[src/hdl/rfd_pkg.sv]
// shared constants, register indexes and types for the radar frame deframer
package rfd_pkg;

	// largest frame kept, header and tail included
	localparam int MAX_FRAME_BYTES = 128;

	// byte position inside a frame; never exceeds the frame limit
	localparam int POS_W = $clog2(MAX_FRAME_BYTES + 1);
	localparam int LEN_W = 16;
	localparam int TOT_W = LEN_W + 1;

	// fixed frame layout
	localparam int HDR_BYTES   = 4;
	localparam int FRAME_OVHD  = 10;
	localparam int MIN_ACK_TOT = 12;
	localparam int RES_HDR     = 4;
	localparam logic [15:0] MATCH_MASK = 16'h0100;

	// configuration register indexes
	localparam int CFG_IDX_W = 3;
	localparam logic [CFG_IDX_W-1:0] REG_ACK_HEADER   = 3'd0;
	localparam logic [CFG_IDX_W-1:0] REG_DATA_HEADER  = 3'd1;
	localparam logic [CFG_IDX_W-1:0] REG_ACK_TRAILER  = 3'd2;
	localparam logic [CFG_IDX_W-1:0] REG_DATA_TRAILER = 3'd3;
	localparam logic [CFG_IDX_W-1:0] REG_EXP_OPCODE   = 3'd4;

	// register reset values
	localparam logic [31:0] RST_ACK_HEADER   = 32'hFAFBFCFD;
	localparam logic [31:0] RST_DATA_HEADER  = 32'hF4F3F2F1;
	localparam logic [31:0] RST_ACK_TRAILER  = 32'h01020304;
	localparam logic [31:0] RST_DATA_TRAILER = 32'hF8F7F6F5;
	localparam logic [15:0] RST_EXP_OPCODE   = 16'h0000;

	// frame kinds
	localparam logic KIND_ACK  = 1'b0;
	localparam logic KIND_DATA = 1'b1;

	// configuration as seen by the parser
	typedef struct packed {
		logic [31:0] ack_header;
		logic [31:0] data_header;
		logic [31:0] ack_trailer;
		logic [31:0] data_trailer;
		logic [15:0] expected_opcode;
	} rfd_cfg_t;

	// one decoded frame
	typedef struct packed {
		logic        frame_kind;
		logic [6:0]  body_length;
		logic [15:0] ack_code;
		logic [15:0] return_status;
		logic        command_ok;
		logic        ack_matches;
		logic [6:0]  result_bytes;
		logic [31:0] first_payload_word;
	} rfd_result_t;

endpackage

[src/hdl/rfd_parser.sv]
// byte-wise frame parser: header hunt, length check, field capture and tail check
module rfd_parser (
	input  logic                clk,
	input  logic                arst_n,
	input  logic                byte_en,
	input  logic [7:0]          rx_byte,
	input  rfd_pkg::rfd_cfg_t   cfg,
	output logic                res_valid,
	output rfd_pkg::rfd_result_t res
);
	import rfd_pkg::*;

	logic [POS_W-1:0] pos_q, pos_d, pos_inc;
	logic             is_ack_q, is_ack_d;
	logic [LEN_W-1:0] len_q, len_d;
	logic [15:0]      opcode_q, opcode_d;
	logic [15:0]      status_q, status_d;
	logic [31:0]      payload_q, payload_d;
	logic [31:0]      last4_q, last4_d;

	logic [31:0]      hdr_sel;
	logic [7:0]       hdr_byte;
	logic [TOT_W-1:0] total;
	logic [LEN_W-1:0] rlen_cur, rlen_new;
	logic [1:0]       pay_idx;
	logic             emit;

	// header byte expected at the current position
	assign hdr_sel  = is_ack_q ? cfg.ack_header : cfg.data_header;
	assign hdr_byte = hdr_sel[{pos_q[1:0], 3'b000} +: 8];
	assign pos_inc  = pos_q + POS_W'(1);
	assign pay_idx  = 2'(pos_q - POS_W'(FRAME_OVHD));
	assign rlen_cur = (len_q >= LEN_W'(RES_HDR)) ? len_q - LEN_W'(RES_HDR) : '0;
	assign rlen_new = (len_d >= LEN_W'(RES_HDR)) ? len_d - LEN_W'(RES_HDR) : '0;
	assign total    = TOT_W'(FRAME_OVHD) + TOT_W'(len_d);

	// next state for one received byte
	always_comb begin
		pos_d     = pos_q;
		is_ack_d  = is_ack_q;
		len_d     = len_q;
		opcode_d  = opcode_q;
		status_d  = status_q;
		payload_d = payload_q;
		last4_d   = {rx_byte, last4_q[31:8]};
		emit      = 1'b0;
		if (pos_q == '0 || (pos_q < POS_W'(HDR_BYTES) && rx_byte != hdr_byte)) begin
			// hunt: this byte may start either header, ack first
			pos_d = '0;
			if (rx_byte == cfg.ack_header[7:0]) begin
				is_ack_d = 1'b1;
				pos_d    = POS_W'(1);
			end else if (rx_byte == cfg.data_header[7:0]) begin
				is_ack_d = 1'b0;
				pos_d    = POS_W'(1);
			end
		end else if (pos_q < POS_W'(HDR_BYTES)) begin
			pos_d = pos_inc;
		end else begin
			// body byte capture by position
			if (pos_q == POS_W'(4)) begin
				len_d     = LEN_W'(rx_byte);
				opcode_d  = '0;
				status_d  = '0;
				payload_d = '0;
			end else if (pos_q == POS_W'(5)) begin
				len_d = {rx_byte, len_q[7:0]};
			end else if (pos_q == POS_W'(6)) begin
				opcode_d = {8'h00, rx_byte};
			end else if (pos_q == POS_W'(7)) begin
				opcode_d = {rx_byte, opcode_q[7:0]};
			end else if (pos_q == POS_W'(8)) begin
				status_d = {8'h00, rx_byte};
			end else if (pos_q == POS_W'(9)) begin
				status_d = {rx_byte, status_q[7:0]};
			end else if (pos_q < POS_W'(14)) begin
				if (LEN_W'(pay_idx) < rlen_cur)
					payload_d = payload_q | (32'(rx_byte) << {pay_idx, 3'b000});
			end
			pos_d = pos_inc;
			// length limit and frame end
			if (pos_inc >= POS_W'(6)) begin
				if (total > TOT_W'(MAX_FRAME_BYTES)) begin
					pos_d = '0;
				end else if (TOT_W'(pos_inc) >= total) begin
					pos_d = '0;
					if (is_ack_q) begin
						emit = (last4_d == cfg.ack_trailer) &&
							(total >= TOT_W'(MIN_ACK_TOT));
					end else begin
						emit = (last4_d == cfg.data_trailer);
					end
				end
			end
		end
	end

	// result fields from the updated capture
	always_comb begin
		res.frame_kind  = is_ack_q ? KIND_ACK : KIND_DATA;
		res.body_length = len_d[6:0];
		if (is_ack_q) begin
			res.ack_code           = opcode_d;
			res.return_status      = status_d;
			res.command_ok         = (status_d == '0);
			res.ack_matches        = (opcode_d == (cfg.expected_opcode | MATCH_MASK));
			res.result_bytes       = rlen_new[6:0];
			res.first_payload_word = payload_d;
		end else begin
			res.ack_code           = '0;
			res.return_status      = '0;
			res.command_ok         = 1'b0;
			res.ack_matches        = 1'b0;
			res.result_bytes       = '0;
			res.first_payload_word = '0;
		end
	end

	assign res_valid = byte_en && emit;

	// parser state
	always_ff @(posedge clk or negedge arst_n) begin
		if (!arst_n) begin
			pos_q     <= '0;
			is_ack_q  <= 1'b0;
			len_q     <= '0;
			opcode_q  <= '0;
			status_q  <= '0;
			payload_q <= '0;
			last4_q   <= '0;
		end else if (byte_en) begin
			pos_q     <= pos_d;
			is_ack_q  <= is_ack_d;
			len_q     <= len_d;
			opcode_q  <= opcode_d;
			status_q  <= status_d;
			payload_q <= payload_d;
			last4_q   <= last4_d;
		end
	end

endmodule

[src/hdl/radar_frame_deframer.sv]
// radar frame deframer top level: configuration registers and result register
//
// Bytes from the sensor link enter on the s_ group, one per request. The block
// hunts for the ack or data header, reads the 16-bit little-endian length,
// drops frames over the size limit and checks the tail at the frame end.
// Each good frame gives one request on the m_ group: an ack frame carries its
// opcode, status, payload count and first payload word, a data frame only
// its kind (m_tuser) and length.
// The result is registered onto m_tvalid the cycle after the last tail byte
// is taken. Throughput: one byte per cycle while s_tready is high, set by the
// single parser stage between the input handshake and the result register.
// Header patterns, tails and the expected opcode are written on the cfg_
// port; the user must write them only while no frame is in flight, which the
// block does not enforce. Writes take effect at the next edge. Reset clears
// the parser to hunting, loads the default patterns and empties the result
// register. When the receiver stalls, the result register holds and input
// waits; s_tready drops only while a held result waits and m_tready is low.
module radar_frame_deframer (
	input  logic                          clk,
	input  logic                          arst_n,
	input  logic                          s_tvalid,
	output logic                          s_tready,
	input  logic [7:0]                    s_tdata,   // [7:0] rx_byte
	output logic                          m_tvalid,
	input  logic                          m_tready,
	output logic [79:0]                   m_tdata,   // [6:0] body_length,
	                                                 // [22:7] ack_code,
	                                                 // [38:23] return_status,
	                                                 // [39] command_ok,
	                                                 // [40] ack_matches,
	                                                 // [47:41] result_bytes,
	                                                 // [79:48] first_payload_word
	output logic                          m_tuser,   // [0] frame_kind
	input  logic                          cfg_we,
	input  logic [rfd_pkg::CFG_IDX_W-1:0] cfg_index,
	input  logic [31:0]                   cfg_wdata
);
	import rfd_pkg::*;

	rfd_cfg_t    cfg_q;
	rfd_result_t res, res_q;
	logic        res_valid;
	logic        out_valid_q;
	logic        in_take;

	// configuration registers
	always_ff @(posedge clk or negedge arst_n) begin
		if (!arst_n) begin
			cfg_q.ack_header      <= RST_ACK_HEADER;
			cfg_q.data_header     <= RST_DATA_HEADER;
			cfg_q.ack_trailer     <= RST_ACK_TRAILER;
			cfg_q.data_trailer    <= RST_DATA_TRAILER;
			cfg_q.expected_opcode <= RST_EXP_OPCODE;
		end else if (cfg_we) begin
			case (cfg_index)
				REG_ACK_HEADER:   cfg_q.ack_header      <= cfg_wdata;
				REG_DATA_HEADER:  cfg_q.data_header     <= cfg_wdata;
				REG_ACK_TRAILER:  cfg_q.ack_trailer     <= cfg_wdata;
				REG_DATA_TRAILER: cfg_q.data_trailer    <= cfg_wdata;
				REG_EXP_OPCODE:   cfg_q.expected_opcode <= cfg_wdata[15:0];
				default: ;
			endcase
		end
	end

	// input taken whenever the result register is free or being drained
	assign s_tready = !out_valid_q || m_tready;
	assign in_take  = s_tvalid && s_tready;

	rfd_parser u_parser (
		.clk       (clk),
		.arst_n    (arst_n),
		.byte_en   (in_take),
		.rx_byte   (s_tdata),
		.cfg       (cfg_q),
		.res_valid (res_valid),
		.res       (res)
	);

	// result register valid
	always_ff @(posedge clk or negedge arst_n) begin
		if (!arst_n) begin
			out_valid_q <= 1'b0;
		end else if (s_tready) begin
			out_valid_q <= res_valid;
		end
	end

	// result register payload
	always_ff @(posedge clk) begin
		if (res_valid) begin
			res_q <= res;
		end
	end

	assign m_tvalid = out_valid_q;
	assign m_tuser  = res_q.frame_kind;
	assign m_tdata  = {res_q.first_payload_word, res_q.result_bytes, res_q.ack_matches,
		res_q.command_ok, res_q.return_status, res_q.ack_code, res_q.body_length};

endmodule
[config.mk]
export PLATFORM = sky130hd
export DESIGN_NAME = radar_frame_deframer
export DESIGN_NICKNAME = d
export VERILOG_FILES = /design/src/hdl/rfd_pkg.sv /design/src/hdl/rfd_parser.sv /design/src/hdl/radar_frame_deframer.sv
export SDC_FILE = /design/constraint.sdc
export NUM_CORES = 1
export LEC_CHECK = 0
export ABC_CLOCK_PERIOD_IN_PS = 15600
export BUFFER_PORTS_ARGS = -buffer_cell sky130_fd_sc_hd__buf_4
export CAP_MARGIN = 10
export CORE_UTILIZATION = 60
export CTS_CLUSTER_DIAMETER = 200
export DETAILED_ROUTE_END_ITERATION = 10
export MAX_ROUTING_LAYER = met4
export PLACE_DENSITY = 0.9
export REMOVE_ABC_BUFFERS = 1
export SYNTH_ARGS = -nofsm -noshare
export SYNTH_HDL_FRONTEND = slang
export SYNTH_HIERARCHICAL = 1
export SYNTH_SLANG_ARGS = --single-unit
[constraint.sdc]
create_clock -name clk -period 15.6 [get_ports clk]
set_input_delay 3.12 -clock clk [delete_from_list [all_inputs] [get_ports clk]]
set_output_delay 3.12 -clock clk [all_outputs]
set_load 0.005 [all_outputs]
==> impl_metrics.json, run 1 <==
{
  "clock_power_share_pct": 27.4,
  "place_area_um2": 17400,
  "drt-initial-drc-count": 1338,
  "fin_hold_ws_ps": 496,
  "drt-pass1-iter-count": 7,
  "powerDensity_nw_per_um2": 163,
  "reg2reg_depth": 21,
  "diodes": 0,
  "port_buffers": 130,
  "hold_viol": 0,
  "tns_ps": 0,
  "cp_max_fo": 72,
  "post_cts_buffers": 0,
  "startpoint_type": "flip-flop",
  "clk_latency_ps": 520,
  "met1_usage_pct": 39.2,
  "regArea_um2": 8960,
  "design_area_um2": 18600,
  "crit_family": "simple AND/OR/NAND/NOR gates",
  "dieArea_um2": 27900,
  "cts-resized-gates": 0,
  "grt_pass1_wl_um": 63900,
  "hold_path_class": "flip-flop to flip-flop",
  "swShare_pct": 34.6,
  "dieHeight_um": 167,
  "nNetsFinal": 1507,
  "vias_per_cell": 6.39,
  "initial_utilization_pct": 60.8,
  "endpoint_kind": "flip-flop",
  "status": "finished, final reports clean",
  "antenna_found_initial": 0,
  "cts_sinks": 338,
  "post_drt_wl_per_cell_um": 22.6,
  "busiest_layer": "met2",
  "clock-skew-final_ps": 18.7,
  "postSynthCellCount": 1347,
  "cts_buffers": 36,
  "hold_buffers": 0,
  "std_cell_rows": 60,
  "seq_power_share_pct": 41.1,
  "crit_cells": 21,
  "grt_usage_pct": 30.2,
  "crit_top_cell": "ha_1",
  "p_leak_nw": 7.79,
  "setup_viol": 0,
  "syn_to_final_growth_pct": 13.8,
  "grt_max_degree": 120,
  "use_met2_pct": 48.2,
  "finalWirelength_um": 40800,
  "tightestPinTransition_ps": 1250,
  "p_sw_w": 0.00105,
  "slew_viol_final": 0,
  "ios": 131,
  "clk_pin_slew_ps": 60,
  "required_ps": 15740,
  "fillers": 1807,
  "core_um2": 26900,
  "use_met3_pct": 4.75,
  "htreeDepth": 2,
  "cts_tree": "built",
  "ys_warn_count": 6,
  "path_class": "flip-flop to flip-flop",
  "grt_setup_unrepaired": "no",
  "whs_path_depth": 2,
  "drive_gt1_share_pct": 32.0,
  "slew_headroom_pct": 16.1,
  "finalCritPeriodShare_pct": 51.3,
  "power_frac_comb_pct": 31.4,
  "total_power_w": 0.00303,
  "slowest_delay_ps": 780,
  "path_cells": "clkinv_1, ha_1, and3b_1, nand2_1, a21boi_0, inv_1, ha_1, nor2_1, nor4_1, o21ai_0, xor2_1, mux2i_1, inv_1, ha_1, and3_1, a311oi_1, o21ai_0, maj3_1, a21oi_1, nor4b_2, buf_4",
  "multi_input_comb_area_um2": 6850,
  "avgSynthCellArea_um2": 12.1,
  "period_minus_slack_ps": 8000,
  "grt.overflow.total": 0,
  "fin_util_pct": 69.3,
  "via_count": 11600,
  "drc": 0,
  "crit_path_top_delay_cell": "dfrtp_1",
  "die_x_um": 167,
  "maxCapViolCount": 0,
  "ant_nets": 0,
  "peakVddDrop_mv": 0.113,
  "cp_num_buf_inv": 4,
  "arrival_ps": 8140,
  "cts_buffer_depth": 3,
  "p_int_w": 0.00198,
  "fmax_ghz": 0.125,
  "dp_hpwl_um": 26400,
  "cts_root_buf": "clkbuf_16",
  "synth_area_um2": 16400,
  "grt_pass1_vias": 11600,
  "place.gp.congestion": 0.933
}
[power groups by stage]
stage | clock network [W] | registers [W] | logic, W
after floorplan | 0 | 0.00122 | 0.000674
after global placement | 0 | 0.00124 | 0.000876
after detailed placement | 0 | 0.00125 | 0.000916
after CTS | 0.000838 | 0.00124 | 0.000927
after global routing | 0.000874 | 0.00126 | 0.00103
final | 0.000831 | 0.00125 | 0.000951
[stage by stage]
step	setup slack (ps)	cells
final	7600	1811
after detailed placement	6850	1743
after CTS	7260	1808
after floorplan	880	1260
after global placement	7140	1743
after global routing	7210	1811
[final timing paths]
check	endpoint	slack [ps]	startpoint
setup reg to reg	m_tdata[9]$_DFFE_PP_	7600	u_parser/pos_q[1]$_DFFE_PN0P_
hold reg to reg	u_parser/status_q[12]$_DFFE_PN0P_	500	u_parser/status_q[12]$_DFFE_PN0P_
min in group asynchronous	cfg_q[99]$_DFFE_PN0P_	2700	arst_n
max in group asynchronous	u_parser/status_q[6]$_DFFE_PN0P_	11390	arst_n
setup / recovery	m_tdata[9]$_DFFE_PP_	7600	u_parser/pos_q[1]$_DFFE_PN0P_
hold / removal	u_parser/status_q[12]$_DFFE_PN0P_	500	u_parser/status_q[12]$_DFFE_PN0P_
[metal layers]
metal / vias up / part of all wire, %
li1: 5022 / -
met1: 5807 / 39
met2: 623 / 49
met3: 117 / 8.4
met4: 0 / 3.5
met5: - / 0
[cell type report]
type | instances | share of cell area, %
multi-input cells | 887 | 36.8
inverters | 35 | 0.706
clock buffers | 49 | 5.32
repair buffers | 145 | 5.92
well taps | 341 | 2.29
clock inverters | 16 | 0.827
flip-flops and latches | 338 | 48.1
[flip-flops by register name (all words and copies together), names as in the netlist]
register,flops
m_tuser,1
u_parser/is_ack_q,1
u_parser/status_q,16
u_parser/last4_q,24
u_parser/pos_q,8
u_parser/opcode_q,16
u_parser/len_q,16
cfg_q,143
m_tvalid,1
u_parser/payload_q,32
m_tdata,80
[worst register-to-register path, stage by stage, from the launching register on]
cell,delay [ps]
dfrtp_1,780
clkinv_1,780
ha_1,610
and3b_1,280
nand2_1,620
a21boi_0,340
inv_1,210
ha_1,290
nor2_1,100
nor4_1,480
o21ai_0,220
xor2_1,180
mux2i_1,220
inv_1,70
ha_1,300
and3_1,150
a311oi_1,80
o21ai_0,190
maj3_1,210
a21oi_1,100
nor4b_2,570
buf_4,770
[placed cells by master (no fill, tap or decap), types with 37 or more instances in the layout]
cell	n
dfrtp_1	181
buf_4	142
mux2_2	137
nor2_1	136
a21oi_1	96
edfxtp_1	81
xor2_1	79
dfstp_2	76
nand2_1	64
xnor2_1	37
No activity file was read; power rests on OpenSTA's default activity.
==> run 2, diff against run 1 <==
ABC_AREA = 1   (was unset)
ABC_CLOCK_PERIOD_IN_PS = 7950   (was 15600)
CORE_UTILIZATION = 61   (was 60)
PLACE_DENSITY = 0.91   (was 0.9)
clock period = 7.95 ns   (was 15.6 ns; I/O delays follow)
==> impl_metrics.json, run 2 <==
{
  "ios": 131,
  "peakVddDrop_mv": 0.200,
  "powerDensity_nw_per_um2": 227,
  "whs_path_depth": 2,
  "dieArea_um2": 28900,
  "postSynthCellCount": 2063,
  "arrival_ps": 5820,
  "startpoint_type": "flip-flop",
  "antenna_found_initial": 0,
  "cts_buffers": 38,
  "initial_utilization_pct": 62.0,
  "nNetsFinal": 2201,
  "hold_start": "cfg_q[93]$_DFFE_PN1P_",
  "reg2reg_depth": 18,
  "endpoint_kind": "flip-flop",
  "cts_buffer_depth": 3,
  "clk_latency_ps": 530,
  "slew_viol_final": 0,
  "finalWirelength_um": 48500,
  "cts_root_buf": "clkbuf_16",
  "fin_util_pct": 70.1,
  "dp_hpwl_um": 32100,
  "largest_reg_flops": 143,
  "htreeDepth": 2,
  "post_cts_buffers": 0,
  "clock-skew-final_ps": 14.0,
  "dieHeight_um": 170,
  "drt-pass1-iter-count": 7,
  "tightestPinTransition_ps": 1220,
  "p_int_w": 0.00321,
  "ys_warn_count": 6,
  "grt_usage_pct": 35.2,
  "met1_usage_pct": 45.8,
  "synth_area_um2": 17200,
  "syn_to_final_growth_pct": 13.2,
  "dp_slack_ps": 2380,
  "die_x_um": 170,
  "hold_buffers": 0,
  "port_buffers": 130,
  "drive_gt1_share_pct": 15.7,
  "cts-resized-gates": 0,
  "hold_path_class": "flip-flop to flip-flop",
  "power_frac_comb_pct": 13.7,
  "setup_ws_ps": 2280,
  "grt_pass1_vias": 14500,
  "cp-startpoint": "u_parser/pos_q[1]$_DFFE_PN0P_",
  "total_power_w": 0.00443,
  "fmax_ghz": 0.176,
  "cts_sinks": 338,
  "period_minus_slack_ps": 5670,
  "hold_viol": 0,
  "use_met3_pct": 5.00,
  "slew_headroom_pct": 18.7,
  "clk_pin_slew_ps": 60,
  "grt.overflow.total": 0,
  "path_class": "flip-flop to flip-flop",
  "tns_ps": 0,
  "maxCapViolCount": 0,
  "layout_commonest_cell": "nand2_1",
  "required_ps": 8100,
  "via_count": 15400,
  "seq_power_share_pct": 48.1,
  "avgSynthCellArea_um2": 8.34,
  "setup_viol": 0,
  "p_sw_w": 0.00122,
  "ant_nets": 0,
  "diodes": 0,
  "top_register": "cfg_q",
  "core_um2": 27800,
  "grt_pass1_wl_um": 76600,
  "p_leak_nw": 9.03,
  "grt_setup_unrepaired": "no",
  "std_cell_rows": 61,
  "busiest_layer": "met2",
  "cp_max_fo": 79,
  "post_drt_wl_per_cell_um": 19.0,
  "grt_max_degree": 139,
  "swShare_pct": 27.5,
  "cts_tree": "built",
  "status": "finished, final reports clean",
  "drc": 0,
  "rr_startpoint": "u_parser/pos_q[1]$_DFFE_PN0P_",
  "vias_per_cell": 6.05,
  "place.gp.congestion": 0.965,
  "final_cell_mix": "nand2_1, dfrtp_1, nand3_1, nor2_1, o21ai_0",
  "fin_hold_ws_ps": 460,
  "finalCritPeriodShare_pct": 71.3,
  "drt-initial-drc-count": 1954,
  "clock_power_share_pct": 38.3,
  "use_met2_pct": 54.5
}
## run 2: layer usage
| metal | share of wire, % | vias to the layer above |
|---|---|---|
| li1 | - | 6954 |
| met2 | 47 | 932 |
| met4 | 5.0 | 0 |
| met3 | 10 | 172 |
| met5 | 0 | - |
| met1 | 38 | 7339 |
## run 2: cell type report
cell class,instances,area (um^2)
flip-flops and latches,338,8960
fillers,2149,8300
multi-input cells,1485,7260
repair buffers,146,1120
clock buffers,56,1080
inverters,128,488
well taps,378,473
clock inverters,13,111
## run 2: stage by stage
step,std cells,area [um^2]
CTS,2544,19500
global placement,2475,18300
detailed placement,2475,18300
global route,2544,19500
finish,2544,19500
floorplan,1951,16700
## run 2: power by group through the flow
stage	registers [W]	clock network [W]	logic (W)
global placement	0.00214	0	0.000559
detailed placement	0.00215	0	0.000583
floorplan	0.00211	0	0.000384
CTS	0.00212	0.00171	0.000590
finish	0.00213	0.00170	0.000606
global route	0.00215	0.00177	0.000667
## run 2: final timing paths
kind                                          to  slack [ps]
min in group asynchronous  cfg_q[60]$_DFFE_PN0P_        1170
setup reg to reg           m_tdata[15]$_DFFE_PP_        2280
max in group asynchronous   m_tvalid$_DFFE_PN0P_        5520
hold / removal             cfg_q[93]$_DFFE_PN1P_         460
hold reg to reg            cfg_q[93]$_DFFE_PN1P_         460
setup / recovery           m_tdata[15]$_DFFE_PP_        2280
## run 2: worst max-delay path, cell delays in order (launching register included)
cell and delay, ps:
dfrtp_1 710, clkinv_1 530, ha_1 430, nand3_4 150, nor2_8 120, inv_4 550, nand3_1 390, nor2_1 260
nand2_1 130, nor2_4 150, nand2_1 60, nand2_1 110, nand2_1 70, inv_1 70, nand3_2 90, nor2_4 120
nand4_1 110, nor3_2 370, buf_4 800
